===== src/rtl/skt_pkg.sv =====
`default_nettype none

package skt_pkg;

   // field widths
   localparam int KEY_WIDTH           = 32;
   localparam int QUANTITY_WIDTH      = 16;
   localparam int PRICE_WIDTH         = 32;
   localparam int ENTRY_COUNT_WIDTH   = 7;

   // default table size
   localparam int TABLE_DEPTH_DEFAULT = 64;

   // or-tree levels between two pipeline registers
   localparam int OR_LEVELS_PER_STAGE = 4;

   // request kinds
   localparam logic KIND_LOOKUP = 1'b0;
   localparam logic KIND_INSERT = 1'b1;

   // one stored entry
   typedef struct packed {
      logic [KEY_WIDTH-1:0]      key;
      logic [QUANTITY_WIDTH-1:0] quantity;
      logic [PRICE_WIDTH-1:0]    price;
   } entry_type;

   // per-cell lookup contribution, or-reduced over the row
   typedef struct packed {
      logic                      found;
      logic [QUANTITY_WIDTH-1:0] quantity;
      logic [PRICE_WIDTH-1:0]    price;
   } leaf_type;

   // command broadcast to every cell
   typedef struct packed {
      logic                      exec;
      logic                      insert;
      logic                      write_en;
      logic [KEY_WIDTH-1:0]      key;
      logic [QUANTITY_WIDTH-1:0] quantity;
      logic [PRICE_WIDTH-1:0]    price;
   } cell_cmd_type;

   // control sequence
   typedef enum logic [1:0] {
      ST_IDLE,
      ST_EXEC,
      ST_FINISH
   } state_type;

endpackage

`default_nettype wire


===== src/rtl/skt_cell.sv =====
`default_nettype none

module skt_cell (
   input  wire logic                clock,
   input  wire skt_pkg::cell_cmd_type cmd,
   input  wire logic                occupied,
   input  wire logic                prev_place,
   input  wire logic                prev_match,
   input  wire skt_pkg::entry_type  prev_entry,
   output logic                     place,
   output logic                     match,
   output logic                     hit,
   output skt_pkg::entry_type       entry,
   output skt_pkg::leaf_type        leaf
);

   skt_pkg::entry_type entry_ff, entry_in;
   skt_pkg::leaf_type  leaf_ff, leaf_in;

   // new key goes at or below this cell: empty, or stored key strictly greater
   assign place = !occupied || (entry_ff.key > cmd.key);

   // equal keys form one run, so only its lowest cell reports
   assign match = occupied && (entry_ff.key == cmd.key);
   assign hit   = match && !prev_match;

   // insert: lowest placing cell takes the new entry, the ones above shift up
   always_comb begin
      entry_in = entry_ff;
      if (cmd.write_en && place) begin
         if (prev_place) begin
            entry_in = prev_entry;
         end else begin
            entry_in.key      = cmd.key;
            entry_in.quantity = cmd.quantity;
            entry_in.price    = cmd.price;
         end
      end
   end

   // lookup contribution, held until the next command
   always_comb begin
      leaf_in = leaf_ff;
      if (cmd.exec) begin
         leaf_in = '0;
         if (!cmd.insert && hit) begin
            leaf_in.found    = 1'b1;
            leaf_in.quantity = entry_ff.quantity;
            leaf_in.price    = entry_ff.price;
         end
      end
   end

   always_ff @(posedge clock) begin
      entry_ff <= entry_in;
      leaf_ff  <= leaf_in;
   end

   assign entry = entry_ff;
   assign leaf  = leaf_ff;

endmodule

`default_nettype wire


===== config.mk =====
export PLATFORM = sky130hd
export DESIGN_NAME = skt_cell
export DESIGN_NICKNAME = d
export VERILOG_FILES = /design/src/rtl/skt_pkg.sv /design/src/rtl/skt_cell.sv
export SDC_FILE = /design/constraint.sdc
export NUM_CORES = 1
export LEC_CHECK = 0
export BUFFER_PORTS_ARGS = -buffer_cell sky130_fd_sc_hd__buf_2
export CAP_MARGIN = 10
export CORE_AREA = 2 2 116 118
export CTS_CLUSTER_SIZE = 28
export DETAILED_ROUTE_END_ITERATION = 6
export DIE_AREA = 0 0 118 120
export PLACE_DENSITY = 0.89
export SYNTH_ARGS = -nofsm -noshare
export SYNTH_HDL_FRONTEND = slang
export SYNTH_SLANG_ARGS = --single-unit

===== constraint.sdc =====
create_clock -name clock -period 14.59 [get_ports clock]
set_input_delay 4.377 -clock clock [delete_from_list [all_inputs] [get_ports clock]]
set_output_delay 4.377 -clock clock [all_outputs]
set_load 0.02 [all_outputs]

* Word level (Yosys, flattened, before mapping) *
Cells that the tools add are included.

cells by class
  $lt $le $gt $ge = 1
  equal/unequal tests = 1
  reduce and logical (&&, ||, !) cells = 8
  multiplexer cells = 2

operators by type and width
  kind                  number
  2-to-1 mux 80 bit     1
  2-to-1 mux 49 bit     1
  equality test 32 bit  1
  > comparator 32 bit   1
  logical AND 1 bit     4
  zero test 1 bit       3
  logical OR 1 bit      1

word-level totals
  input port bits = 167
  logic and storage cells = 18
  output and inout bits = 132
  flip-flop bits (word level) = 129

* Longest topological paths before layout *
  word-level depth = 5
  depth in mapped cells = 9

* Least setup slack after synthesis *
No wires, ideal clock.

  kind = input -> output
  from = input port cmd[63] in the netlist's numbering
  to = output port place
  data arrival time = 5,863 ps
  required time = 10,213 ps
  cell stages on the path = 7
  path buffers = 0
  setup slack = 4,350 ps
  cell sequence = inv_1 > ha_1 > nand4_1 > nor4_2 > a21boi_0 > nor3b_1 > o22ai_1

between the ends
  longest elaborated chain between the ends = 2

ends and longest elaborated chain
  item                 line            source
  start, declared      skt_cell.sv:5   input wire skt_pkg::cell_cmd_type cmd,
  > comparator 32 bit  skt_cell.sv:21  assign place = !occupied || (entry_ff.key > cmd.key);
  logical OR 1 bit     skt_cell.sv:21
  end, declared        skt_cell.sv:10  output logic place,

No other way between the ends.

* Worst setup path after layout *
Ends and elaborated chain as after synthesis.

==> impl_metrics.json <==
{
  "status": "completed",
  "slowest_delay_ns": 0.43,
  "rsz0062_at_grt": "false",
  "viasPerCell": 4.867,
  "wl_per_cell_um": 16.25,
  "grt.overflow.total": 0,
  "grt_pass1_vias": 4559,
  "pwr-share-seq_pct": 44.5,
  "drive_gt1_share_pct": 51.41,
  "drt_iter0_markers": 306,
  "dieArea_um2": 14160,
  "critPathLaunch": "cmd[63]",
  "clock.fmax_ghz": 0.09459,
  "drc": 0,
  "max_slew_margin_pct": 25.89,
  "synth_seq_cells": 129,
  "synth.top_cell.area_share_pct": 65.14,
  "grt_antenna_before_repair": 0,
  "fin_crit_ns": 10.57,
  "synth_most_common_cell": "edfxtp_1",
  "ys.flop_type": "edfxtp_1",
  "reg2reg_slack_ns": 10.98,
  "fin_nets": 933,
  "grt_max_degree": 74,
  "cts_max_level": 4,
  "path_cells": "buf_2 -> inv_1 -> ha_1 -> nand4_1 -> nor4_2 -> a21boi_0 -> nor3b_1 -> o22ai_1 -> buf_2",
  "cts_setup_buffers": 0,
  "place.gp.congestion": 0.8369,
  "cp-endpoint": "place",
  "root_buffer": "clkbuf_16",
  "grt_usage_pct": 21.47,
  "worst-slew-pin-transition_ns": 1.112,
  "synth_cell_types": 29,
  "coreArea_um2": 12980,
  "start_util_pct": 45.82,
  "final.setup_skew_ns": 0.009362,
  "yosysSeqAreaShare_pct": 65.14,
  "reg2reg_depth": 7,
  "die_x_um": 118,
  "synth_common_cells": "129 x edfxtp_1, 49 x mux2_2, 48 x and2_1, 42 x nand2_1, 36 x o21ai_0",
  "cp_slowest_cell": "nor4_2",
  "cts_buffers": 17,
  "multiInputGateArea_um2": 1881,
  "maxCapViolations": 0,
  "cp.required_ns": 10.21,
  "clk_pin_slew_ns": 0.06,
  "critPathCaptureType": "primary output",
  "cp-start-kind": "primary input",
  "yosysWarningCount": 0,
  "finalHoldViolations": 0,
  "crit_cells": 9,
  "ir_drop_uv": 74.62,
  "powerDensity_nw_per_um2": 122.1,
  "pin_count": 299,
  "synth_cells": 431,
  "crit_family": "simple AND/OR/NAND/NOR gates",
  "final-max-slew-violation-count": 0,
  "fin_crit_sh_pct": 72.46,
  "tns_ns": 0,
  "r2r_end": "entry[24]",
  "synth_nets": 630,
  "portBuffers": 298,
  "clock-sinks": 129,
  "vias": 4492,
  "cp.arrival_ns": 6.19,
  "p_switching_uw": 246.8,
  "clk_latency_ns": 0.42,
  "syn2layout_area_growth_pct": 38.08,
  "setup_viol": 0,
  "tritoncts": "done",
  "p_comb_share_pct": 13.2,
  "cts_max_path_buffers": 2,
  "dp_hpwl_mm": 11.29,
  "async_flop_share_pct": 0,
  "die_h_um": 120,
  "swShare_pct": 24.61,
  "drt_first_pass_iters": 4,
  "critPathBufInv": 3,
  "critPathMostFrequentCell": "buf_2",
  "synth_area_leaders": "edfxtp_1 65%, mux2_2 9.3%, ha_1 6.7%",
  "routed_wl_mm": 15.00,
  "p_int_uw": 755.8,
  "diodes": 0,
  "synth-edff-count": 129,
  "cts_resized": 0,
  "ant_nets": 0,
  "rows": 42,
  "p_leak_uw": 0.003777,
  "avgSynthCellArea_um2": 13.80,
  "syn_area_um2": 5947,
  "regToRegStartpoint": "entry[63]",
  "grt_pass1_wl_mm": 23.16,
  "yosysTopAreaCell": "edfxtp_1",
  "regArea_um2": 3874,
  "hold_buffers": 0,
  "fin_total_pwr_uw": 1003,
  "clock_power_share_pct": 42.3,
  "path_max_fanout": 3,
  "hold_path_class": "flop to flop",
  "critical_path_class": "primary input to primary output",
  "fillers": 980
}
==> worst min path at each step <==
stage / from / endpoint / depth (start not counted) / slack [ns]
final: entry[44] / leaf[44] / 1 / 0.54
after global routing: entry[36] / leaf[36] / 1 / 0.56
after CTS: entry[44] / leaf[44] / 1 / 0.55
after detailed placement: entry[44] / leaf[44] / 1 / 0.53
after global placement: entry[20] / leaf[20] / 1 / 0.53
after floorplan: entry[27] / leaf[27] / 1 / 0.68
==> layer usage <==
layer	track usage [%]	vias to the layer above	share of wire, %
met4	7.154	0	1.6
met2	38.37	210	53
met5	0	-	0
li1	-	2165	-
met1	23.84	2096	38
met3	7.605	21	7.4
==> power groups by stage <==
| stage | registers, uW | clock network [uW] | logic (uW) |
|---|---|---|---|
| final | 446 | 424 | 133 |
| after global routing | 449 | 445 | 145 |
| after CTS | 447 | 429 | 134 |
| after detailed placement | 454 | 0 | 133 |
| after global placement | 453 | 0 | 129 |
| after floorplan | 482 | 0 | 44.0 |
==> final cells by class <==
class	instances	share of cell area, %
Sequential cell	129	47.17
Multi-Input combinational cell	251	22.90
Timing Repair Buffer	301	18.47
Clock buffer	17	5.181
Tap cell	176	2.682
Clock inverter	15	2.042
Inverter	34	1.554
==> cell families (layout without fill, tap and decap cells) <==
group / Yosys count / count (layout) / share of synthesized area [%]
flops: 129 / 129 / 65.14
simple gates: 111 / 111 / 10.14
compound gates: 59 / 59 / 5.239
buf+inv: 51 / 367 / 3.471
mux: 49 / 49 / 9.278
fa+ha+maj: 32 / 32 / 6.733
==> state kept, by name, summed over array words and instances (netlist names) <==
name and count:
entry 80, leaf 49
==> stage by stage <==
step	hold slack, ns	cells	utilization (%)	cell area, um^2	worst slack [ns]
detailed placement	0.5305	891	58.69	7619	4.035
finish	0.5422	923	63.26	8212	4.018
floorplan	0.6844	431	-	5947	4.350
CTS	0.5457	923	63.26	8212	4.029
global placement	0.5262	891	58.69	7619	4.165
global route	0.5621	923	63.26	8212	3.836
==> placed cells by master (no fill, tap or decap), types with 2 or more instances in the layout <==
master     synthesis  layout
edfxtp_1         129     129
clkinv_4           0       4
nand4_1            6       6
nand2_1           42      42
ha_1              32      32
clkbuf_16          0      17
buf_4              1       4
inv_1             34      34
clkinv_1           0       3
mux2_2            49      49
a21oi_1           16      16
and2_1            48      48
bufinv_16          0       3
clkinv_2           0       3
buf_2              1     297
nor2_1             3       3
nand3_1            4       4
o21ai_0           36      36
nor4_2             2       2
Power figures use the tool's default switching activity.
